--- config.mk ---
export PLATFORM = sky130hd
export DESIGN_NAME = websocket_frame_deframer
export DESIGN_NICKNAME = d
export VERILOG_FILES = /design/src/hdl/wsdf_pkg.sv /design/src/hdl/wsdf_parse.sv /design/src/hdl/wsdf_outq.sv /design/src/hdl/websocket_frame_deframer.sv
export SDC_FILE = /design/constraint.sdc
export NUM_CORES = 1
export LEC_CHECK = 0
export BUFFER_PORTS_ARGS = -buffer_cell sky130_fd_sc_hd__clkbuf_2
export CORE_UTILIZATION = 45
export DETAILED_ROUTE_END_ITERATION = 12
export MAX_ROUTING_LAYER = met4
export PLACE_DENSITY = 0.71
export SYNTH_ARGS = -nofsm -noshare
export SYNTH_HDL_FRONTEND = slang
export SYNTH_SLANG_ARGS = --single-unit
export TNS_END_PERCENT = 5
--- constraint.sdc ---
create_clock -name clk -period 5.3 [get_ports clk]
set_clock_uncertainty 0.05 [all_clocks]
set_input_delay 0 -clock clk [delete_from_list [all_inputs] [get_ports clk]]
set_output_delay 0 -clock clk [all_outputs]
set_load 0.005 [all_outputs]
--- src/hdl/wsdf_pkg.sv ---
package wsdf_pkg;

    localparam logic KIND_PAYLOAD = 1'b0;
    localparam logic KIND_STATUS  = 1'b1;

    localparam logic [1:0] STAT_OK         = 2'd0;
    localparam logic [1:0] STAT_INCOMPLETE = 2'd1;
    localparam logic [1:0] STAT_ERROR      = 2'd2;

    localparam logic [3:0] OPC_TEXT   = 4'd1;
    localparam logic [3:0] OPC_BINARY = 4'd2;
    localparam logic [3:0] OPC_CLOSE  = 4'd8;
    localparam logic [3:0] OPC_PING   = 4'd9;
    localparam logic [3:0] OPC_PONG   = 4'd10;

    localparam logic [6:0]  LEN_EXT16 = 7'd126;
    localparam logic [6:0]  LEN_EXT64 = 7'd127;
    localparam logic [63:0] LEN_LIMIT = 64'h0000_0000_FFFF_FFFB;
    localparam logic [3:0]  KEY_BYTES = 4'd4;

    typedef struct packed {
        logic        kind;
        logic [7:0]  pbyte;
        logic [1:0]  status;
        logic [3:0]  opcode;
        logic        fin;
        logic [2:0]  rsv;
        logic        masked;
        logic [31:0] length;
        logic        last_run;
    } result_t;

    typedef struct packed {
        logic [1:0] count;
        result_t    r0;
        result_t    r1;
    } push_t;

endpackage

--- src/hdl/wsdf_parse.sv ---
module wsdf_parse (
    input  logic            clk,
    input  logic            rst_n,
    input  logic            accept,
    input  logic [7:0]      data_byte,
    input  logic            buffer_last,
    output wsdf_pkg::push_t push
);
    import wsdf_pkg::*;

    logic [3:0]  pos_reg, pos_next;
    logic [7:0]  fhb_reg, fhb_next;
    logic [7:0]  msl_reg, msl_next;
    logic [63:0] ext_reg, ext_next;
    logic [31:0] key_reg, key_next;
    logic [31:0] cnt_reg, cnt_next;
    logic        err_reg, err_next;

    logic [3:0]  hdr_e, hdr_h, hdr_e_u, hdr_h_u;
    logic        emit;
    logic [7:0]  key_byte;
    logic [1:0]  st;
    logic [31:0] len;
    result_t     pay_r, stat_r;

    function automatic logic [3:0] ext_end(input logic [7:0] msl);
        logic [3:0] e;
        begin
            e = 4'd2;
            if (msl[6:0] == LEN_EXT16)
            begin
                e = 4'd4;
            end
            else if (msl[6:0] == LEN_EXT64)
            begin
                e = 4'd10;
            end
            return e;
        end
    endfunction

    function automatic logic opcode_ok(input logic [3:0] op);
        return op == OPC_TEXT || op == OPC_BINARY || op == OPC_CLOSE ||
               op == OPC_PING || op == OPC_PONG;
    endfunction

    always_comb
    begin
        hdr_e    = ext_end(msl_reg);
        hdr_h    = hdr_e + (msl_reg[7] ? KEY_BYTES : 4'd0);
        pos_next = pos_reg;
        fhb_next = fhb_reg;
        msl_next = msl_reg;
        ext_next = ext_reg;
        key_next = key_reg;
        cnt_next = cnt_reg;
        err_next = err_reg;
        emit     = 1'b0;
        case (cnt_reg[1:0])
            2'd0:    key_byte = key_reg[31:24];
            2'd1:    key_byte = key_reg[23:16];
            2'd2:    key_byte = key_reg[15:8];
            default: key_byte = key_reg[7:0];
        endcase

        if (pos_reg == 4'd0)
        begin
            fhb_next = data_byte;
            err_next = !opcode_ok(data_byte[3:0]);
            pos_next = 4'd1;
        end
        else if (pos_reg == 4'd1)
        begin
            msl_next = data_byte;
            ext_next = (data_byte[6:0] < LEN_EXT16) ? {57'd0, data_byte[6:0]} : 64'd0;
            pos_next = 4'd2;
        end
        else if (pos_reg < hdr_e)
        begin
            ext_next = {ext_reg[55:0], data_byte};
            pos_next = pos_reg + 4'd1;
        end
        else if (pos_reg < hdr_h)
        begin
            key_next = {key_reg[23:0], data_byte};
            pos_next = pos_reg + 4'd1;
        end
        else if (!err_reg && ext_reg <= LEN_LIMIT && {32'd0, cnt_reg} < ext_reg)
        begin
            emit     = 1'b1;
            cnt_next = cnt_reg + 32'd1;
        end

        // end-of-buffer status from the state after this byte
        hdr_e_u = ext_end(msl_next);
        hdr_h_u = hdr_e_u + (msl_next[7] ? KEY_BYTES : 4'd0);
        len     = 32'd0;
        if (pos_next < 4'd2)
        begin
            st = STAT_INCOMPLETE;
        end
        else if (err_next)
        begin
            st = STAT_ERROR;
        end
        else if ((msl_next[6:0] == LEN_EXT64 && pos_next < 4'd10) ||
                 (msl_next[6:0] == LEN_EXT16 && pos_next < 4'd4))
        begin
            st = STAT_INCOMPLETE;
        end
        else if (ext_next > LEN_LIMIT)
        begin
            st = STAT_ERROR;
        end
        else if (pos_next < hdr_h_u)
        begin
            st = STAT_ERROR;
        end
        else if ({32'd0, cnt_next} < ext_next)
        begin
            st = STAT_ERROR;
        end
        else
        begin
            st  = STAT_OK;
            len = ext_next[31:0];
        end

        pay_r          = '0;
        pay_r.kind     = KIND_PAYLOAD;
        pay_r.pbyte    = data_byte ^ key_byte;
        pay_r.last_run = !buffer_last;

        stat_r          = '0;
        stat_r.kind     = KIND_STATUS;
        stat_r.status   = st;
        stat_r.opcode   = fhb_next[3:0];
        stat_r.fin      = fhb_next[7];
        stat_r.rsv      = fhb_next[6:4];
        stat_r.masked   = msl_next[7];
        stat_r.length   = len;
        stat_r.last_run = 1'b1;

        push.count = {1'b0, emit} + {1'b0, buffer_last};
        push.r0    = emit ? pay_r : stat_r;
        push.r1    = stat_r;
    end

    always_ff @(posedge clk or negedge rst_n)
    begin
        if (!rst_n)
        begin
            pos_reg <= '0;
            fhb_reg <= '0;
            msl_reg <= '0;
            ext_reg <= '0;
            key_reg <= '0;
            cnt_reg <= '0;
            err_reg <= 1'b0;
        end
        else if (accept)
        begin
            if (buffer_last)
            begin
                pos_reg <= '0;
                fhb_reg <= '0;
                msl_reg <= '0;
                ext_reg <= '0;
                key_reg <= '0;
                cnt_reg <= '0;
                err_reg <= 1'b0;
            end
            else
            begin
                pos_reg <= pos_next;
                fhb_reg <= fhb_next;
                msl_reg <= msl_next;
                ext_reg <= ext_next;
                key_reg <= key_next;
                cnt_reg <= cnt_next;
                err_reg <= err_next;
            end
        end
    end

endmodule

--- src/hdl/wsdf_outq.sv ---
module wsdf_outq (
    input  logic              clk,
    input  logic              rst_n,
    input  logic              accept,
    input  wsdf_pkg::push_t   push,
    output logic              space,
    output logic              valid,
    input  logic              ready,
    output wsdf_pkg::result_t head
);
    import wsdf_pkg::*;

    result_t    q_reg [3];
    result_t    q_next [3];
    result_t    q_sh [3];
    logic [1:0] cnt_reg, cnt_next;
    logic [1:0] base;
    logic [1:0] n;
    logic       pop;

    assign valid = cnt_reg != 2'd0;
    assign space = cnt_reg <= 2'd1;
    assign head  = q_reg[0];
    assign pop   = valid && ready;

    always_comb
    begin
        n        = accept ? push.count : 2'd0;
        base     = cnt_reg - {1'b0, pop};
        cnt_next = base + n;
        q_sh[0]  = pop ? q_reg[1] : q_reg[0];
        q_sh[1]  = pop ? q_reg[2] : q_reg[1];
        q_sh[2]  = q_reg[2];
        for (int i = 0; i < 3; i++)
        begin
            q_next[i] = q_sh[i];
            if (n != 2'd0 && base == 2'(i))
            begin
                q_next[i] = push.r0;
            end
            if (n == 2'd2 && base + 2'd1 == 2'(i))
            begin
                q_next[i] = push.r1;
            end
        end
    end

    always_ff @(posedge clk or negedge rst_n)
    begin
        if (!rst_n)
        begin
            cnt_reg <= '0;
        end
        else
        begin
            cnt_reg <= cnt_next;
        end
    end

    always_ff @(posedge clk)
    begin
        for (int i = 0; i < 3; i++)
        begin
            q_reg[i] <= q_next[i];
        end
    end

endmodule

--- src/hdl/websocket_frame_deframer.sv ---
// channel  | valid         | ready         | payload
// data     | data_valid    | data_ready    | data_byte, buffer_last
// result   | result_valid  | result_ready  | item_kind .. last_of_run
//
// One request per cycle while data_ready is high; each accepted byte is
// decoded in the cycle it is taken and its zero, one or two results land in
// a three-entry output queue. A byte that yields two results (final payload
// byte plus status) fills two entries. data_ready is high while the queue
// holds at most one result, so an output stall shows in data_ready next cycle.
// rst_n clears the frame state and empties the queue.
module websocket_frame_deframer (
    input  logic        clk,
    input  logic        rst_n,
    input  logic        data_valid,
    output logic        data_ready,
    input  logic [7:0]  data_byte,
    input  logic        buffer_last,
    output logic        result_valid,
    input  logic        result_ready,
    output logic        item_kind,
    output logic [7:0]  payload_byte,
    output logic [1:0]  frame_status,
    output logic [3:0]  frame_opcode,
    output logic        fin_bit,
    output logic [2:0]  reserved_bits,
    output logic        was_masked,
    output logic [31:0] decoded_length,
    output logic        last_of_run
);
    import wsdf_pkg::*;

    logic    accept;
    push_t   push;
    result_t head;

    assign accept = data_valid && data_ready;

    wsdf_parse u_parse (
        .clk         (clk),
        .rst_n       (rst_n),
        .accept      (accept),
        .data_byte   (data_byte),
        .buffer_last (buffer_last),
        .push        (push)
    );

    wsdf_outq u_outq (
        .clk   (clk),
        .rst_n (rst_n),
        .accept(accept),
        .push  (push),
        .space (data_ready),
        .valid (result_valid),
        .ready (result_ready),
        .head  (head)
    );

    assign item_kind      = head.kind;
    assign payload_byte   = head.pbyte;
    assign frame_status   = head.status;
    assign frame_opcode   = head.opcode;
    assign fin_bit        = head.fin;
    assign reserved_bits  = head.rsv;
    assign was_masked     = head.masked;
    assign decoded_length = head.length;
    assign last_of_run    = head.last_run;

endmodule
Word level (Yosys, flattened, before mapping)

Memory sizes are Yosys's and may differ from the RTL's.
Cells that the tools add are included.

Flip-flop bits (word level): 151
Memory bits (writable): 159
Bits of input ports: 13
Output and inout port bits: 55
Memories: 1

Add/sub/neg operators: 8
$lt $le $gt $ge: 12
Eq/ne operators: 20
Mux-type cells: 62
Bitwise operators: 1
Reductions and logical operators: 28

Memory list:

| memory       | words | bits a word | read ports | clocked after Yosys merged registers in | write ports | RTL line        | source |
|---|---|---|---|---|---|---|---|
| u_outq.q_reg | 3     | 53          | 3          | 0                                       | 3           | wsdf_outq.sv:13 | `result_t q_reg [3];` |

Operators by type and width:

| cell                  | number |
|---|---|
| $mux 32               | 17 |
| $mux 53               | 9 |
| $mux 64               | 4 |
| $lt 32x64->1          | 2 |
| $gt 64x32->1 const B  | 1 |
| $le 64x32->1 const B  | 1 |
| $mux 8                | 5 |
| $mux 4                | 9 |
| $add 32x1->32 const B | 1 |
| $eq 7x7->1 const B    | 4 |
| $pmux 8 s3            | 1 |
| $mux 2                | 7 |
| $eq 4x4->1 const B    | 3 |
| $logic_and 1x1->1     | 12 |
| $lt 4x4->1            | 3 |
| $add 4x4->4           | 2 |
| $eq 2x2->1 const B    | 4 |
| $eq 4x1->1 const B    | 2 |
| $xor 8x8->8           | 1 |
| $lt 7x7->1 const B    | 1 |
| $mux 1                | 7 |
| $mux 7                | 1 |
| $eq 2x1->1 const B    | 3 |
| $logic_not 2->1       | 3 |
| 17 further kinds      | 28 |

Logic depth before layout (Yosys ltp)

Word-level depth: 19
Mapped depth: 26

Modules after synthesis

From an unflattened synthesis, not the netlist that was laid out.

Cells, all modules: 1,864
Area, all modules: 18,527.8 µm²

Modules (own cells, without submodules):

| module                   | times used | cells each | area an instance (µm²) |
|---|---|---|---|
| wsdf_parse               | 1          | 1,149      | 10,341.2 |
| wsdf_outq                | 1          | 714        | 8,180.3 |
| websocket_frame_deframer | 1          | 1          | 6.3 |

Worst setup path before layout

No wires, ideal clock.

Kind: register to register
Start point: reg, netlist name u_parse.msl_reg[0]
End point: mem u_outq.q_reg[0][10] (netlist name), enable pin
Library setup time: 0.551 ns
Arrival time: 4.625 ns
Slack: 0.074 ns
Stages on the path, launching flop included: 19
Period minus slack after synthesis: 5.226 ns
Cells stage by stage: dfrtp_1 clkbuf_1 nor3_1 xnor2_1 ha_1 o21a_1 o22ai_1 nor2_1 nand2_1 nor3_2 ha_1 nand2b_1 nor2_1 nand3_1 clkbuf_1 and2_1 clkbuf_1 clkbuf_1 nand2_1

RTL lines:

| item      | RTL line |
|---|---|
| to (decl) | wsdf_outq.sv:13 |

==> summary.txt <==
Global routing
  – Grt ovf: 0
  – Grt met3 use: 0.0461
  – Gr usage total: 0.273
  – First-pass GRT wire length: approximately 86000 um
  – Number of global-route vias before repair: between 15000 and 20000
  – Met2 usage: 0.412
  – Top Usage Layer GRT: met2
  – Initial antenna violation count: 1
  – Met1 Usage GRT: 0.369
  – Largest net degree at the start of global routing: 70

STA
  – RSZ-0062 raised after global routing: true
  – Setup TNS: 0 ns
  – Final Setup Violations: 0
  – Final Hold Fails: 0
  – Fmax: 190 MHz
  – Worst hold slack: 0.0313 ns
  – Worst setup margin: 0.0296 ns
  – Final Cycle Share: 0.994
  – Count of pins over their slew limit: 0
  – Slew headroom: 0.117
  – Worst-margin pin slew: 1.31 ns
  – Final min period: 5.27 ns

Die
  – Die X-Extent: 202 um
  – Starting Density: 0.456
  – Area of the core: 39600 um^2
  – I/O pins: 68
  – DIE AREA: about 41000 um^2
  – Cell Rows: 73
  – Die Ht: around 200 um

Worst hold path
  – Hold Crit Depth: 4
  – Hold WC Path Type: in -> reg
  – Hold endpoint: u_outq.q_reg[0][0]$_SDFFE_PP1P_
  – Hold Path Origin: result_ready

Outcome
  – Outcome: complete, no violations

Worst setup path
  – Kind of critical path: reg -> reg
  – CP max-delay cell: dfrtp_1
  – Crit-path max FO: 8
  – Worst Path Required: 5.63 ns
  – R2R depth: 26
  – Reg2Reg Capture Point: u_outq.q_reg[0][66]$_DFFE_PP_
  – Crit start category: flip-flop
  – Critical Path End Type: flip-flop
  – Reg2Reg Setup Slack: 0.03 ns
  – Reg2reg start: u_parse.msl_reg[1]$_DFFE_PN0P_
  – WP data arrival: 5.60 ns
  – Crit-path max cell delay: ~0.40 ns

Power and ir drop
  – Total design power: 10.4 mW
  – Maximum VDD drop: between 0.2 and 0.25 mV
  – Pwr Density: 482 nW/um^2
  – Pleak: 8.80 nW

Clocking
  – Skew-Pair Late Insertion Delay: about 0.53 ns
  – CTS clock-pin slew for the worst setup and hold paths: 0.06 ns
  – CTS tree: done
  – Clock tree buffer depth: 3
  – Root buf cell: clkbuf_16
  – CTS HTree Levels: 2
  – Num Clock Sinks: 310
  – CTS Buf Count: 35

Route
  – Via density: 6.23
  – Drt pass-1 iters: 5
  – Post-route ant nets: 0
  – Drc violations: 0
  – WL final: 54500 um
  – Initial DRC Count: 1614
  – Vias post-DR: 16000
  – Routed len/inst: 21.2 um

Yosys
  – Syn Nets: 1965
  – Sequential cell area fraction in the yosys report: 0.457
  – Synth warn: 0
  – Synth top cells by count: nand2_1 (206), dfrtp_1 (151), edfxtp_1 (129)
  – Synth area leader: edfxtp_1
  – Top FF cell, synth: dfrtp_1
  – Top post-synthesis cells by area: edfxtp_1 (21%), dfrtp_1 (21%), ha_1 (5.4%)
  – Cell area after synthesis: 18100 um^2
  – Yosys top cell area share: 0.214
  – Cell count after synthesis: 1874
  – Async set or reset register ratio after synthesis: 0.487
  – Post-synth EDFFs: 129
  – Mean area per synthesized cell: 9.64 um^2
  – Netlist cell types: 92
  – Count leader, synth: nand2_1
  – #FFs+latches synth: 310

Placement
  – DP Area: 19700 um^2
  – # placed instances: 2465
  – Final HPWL DP: 38400 um
  – Port Buffer Count: 67
  – Pre-CTS setup slack: -0.405 ns
  – Final Wtd Congestion: 1.01

Job
  – Max-Cap Viols: 0

Finish
  – Max FFs per register: 159
  – Post-layout util: 0.546
  – Area Growth Syn to Fin: 19.7%
  – Fin area: 21600 um^2
  – Layout cells sized above 1: 0.216
  – Number of fill cells: 3458
  – Post-Layout Cell Count: 2568
  – Nets: 2107
==> final cells by class <==
cell class              count  area [um^2]  area share
diodes                      1         2.50    0.000116
clock buffers              49         1000      0.0462
clock inverters            14          123     0.00567
inverters                  64          240      0.0111
multi-input cells        1303         8950       0.414
flip-flops and latches    310         8250       0.382
well taps                 525          657      0.0304
repair buffers            302         2400       0.111
==> how the worst max path moves through the flow <==
stage | endpoint | slack, ns | from | cells after the start
final | u_outq.q_reg[0][66]$_DFFE_PP_ | 0.03 | u_parse.msl_reg[1]$_DFFE_PN0P_ | 26
after global routing | u_outq.q_reg[0][2]$_DFFE_PP_ | -0.24 | u_parse.msl_reg[6]$_DFFE_PN0P_ | 26
after CTS | u_outq.q_reg[0][1]$_DFFE_PP_ | 0.01 | u_parse.msl_reg[3]$_DFFE_PN0P_ | 27
after floorplan | u_outq.q_reg[0][10]$_DFFE_PP_ | 0.07 | u_parse.msl_reg[0]$_DFFE_PN0P_ | 18
after detailed placement | u_outq.q_reg[0][19]$_DFFE_PP_ | -0.40 | u_parse.msl_reg[6]$_DFFE_PN0P_ | 22
after global placement | u_outq.q_reg[0][96]$_DFFE_PP_ | -0.11 | u_parse.msl_reg[6]$_DFFE_PN0P_ | 21
==> worst max-delay path, delay by kind of cell, from the launching register on <==
family | cells | cell delay (ns)
AO/OA/AOI/OAI | 10 | 1.73
XOR/XNOR | 2 | 0.23
adder cells (fa/ha/maj) | 2 | 0.53
buffers and inverters | 5 | 0.73
flip-flops | 1 | 0.40
AND/OR/NAND/NOR | 7 | 1.43
==> logic make-up (layout without fill, tap and decap cells) <==
| logic type | count (synthesis) | count (layout) | share of synthesized area |
|---|---|---|---|
| compound gates | 491 | 491 | 0.193 |
| buf+inv | 261 | 429 | 0.0706 |
| flops | 310 | 310 | 0.457 |
| other cells | 0 | 1 | 0 |
| fa+ha+maj | 78 | 78 | 0.0540 |
| mux | 41 | 41 | 0.0230 |
| xor+xnor | 42 | 42 | 0.0204 |
| simple gates | 651 | 651 | 0.183 |
==> what timing repair did <==
item                                    4_1_cts  5_1_grt
endpoints found under the setup margin       99       99
hold buffers                                 13        0
gates resized for setup                      48       57
pin swaps                                    24       31
cloned                                        4        1
endpoints found under the hold margin       106        0
buffers inserted                             17        5
==> per-layer routing <==
layer / up-vias / routed length [um]
met4: 0 / 1970
li1: 7308 / -
met3: 127 / 4460
met5: - / 0
met1: 7834 / 23300
met2: 728 / 24800
==> cell usage in the layout (no fill, tap or decap), drive strengths merged, types with 39 or more instances in the layout <==
master  instances
nand2         207
dfrtp         151
clkbuf        116
edfxtp        129
inv            66
nor2           77
nor3           92
nand4          86
o21ai         149
a21oi          44
o22ai          39
buf           223
nand3          74
ha             78
a22oi          39
a22o           75
==> where the power goes <==
group | switching (mW) | total (mW) | leakage, nW | internal, mW
registers | 0.288 | 3.40 | 3.51 | 3.11
logic | 2.82 | 4.63 | 4.74 | 1.81
clock network | 1.01 | 2.38 | 0.551 | 1.38
total | 4.12 | 10.4 | 8.80 | 6.30
Note: power is estimated with default switching activity, not from simulation.
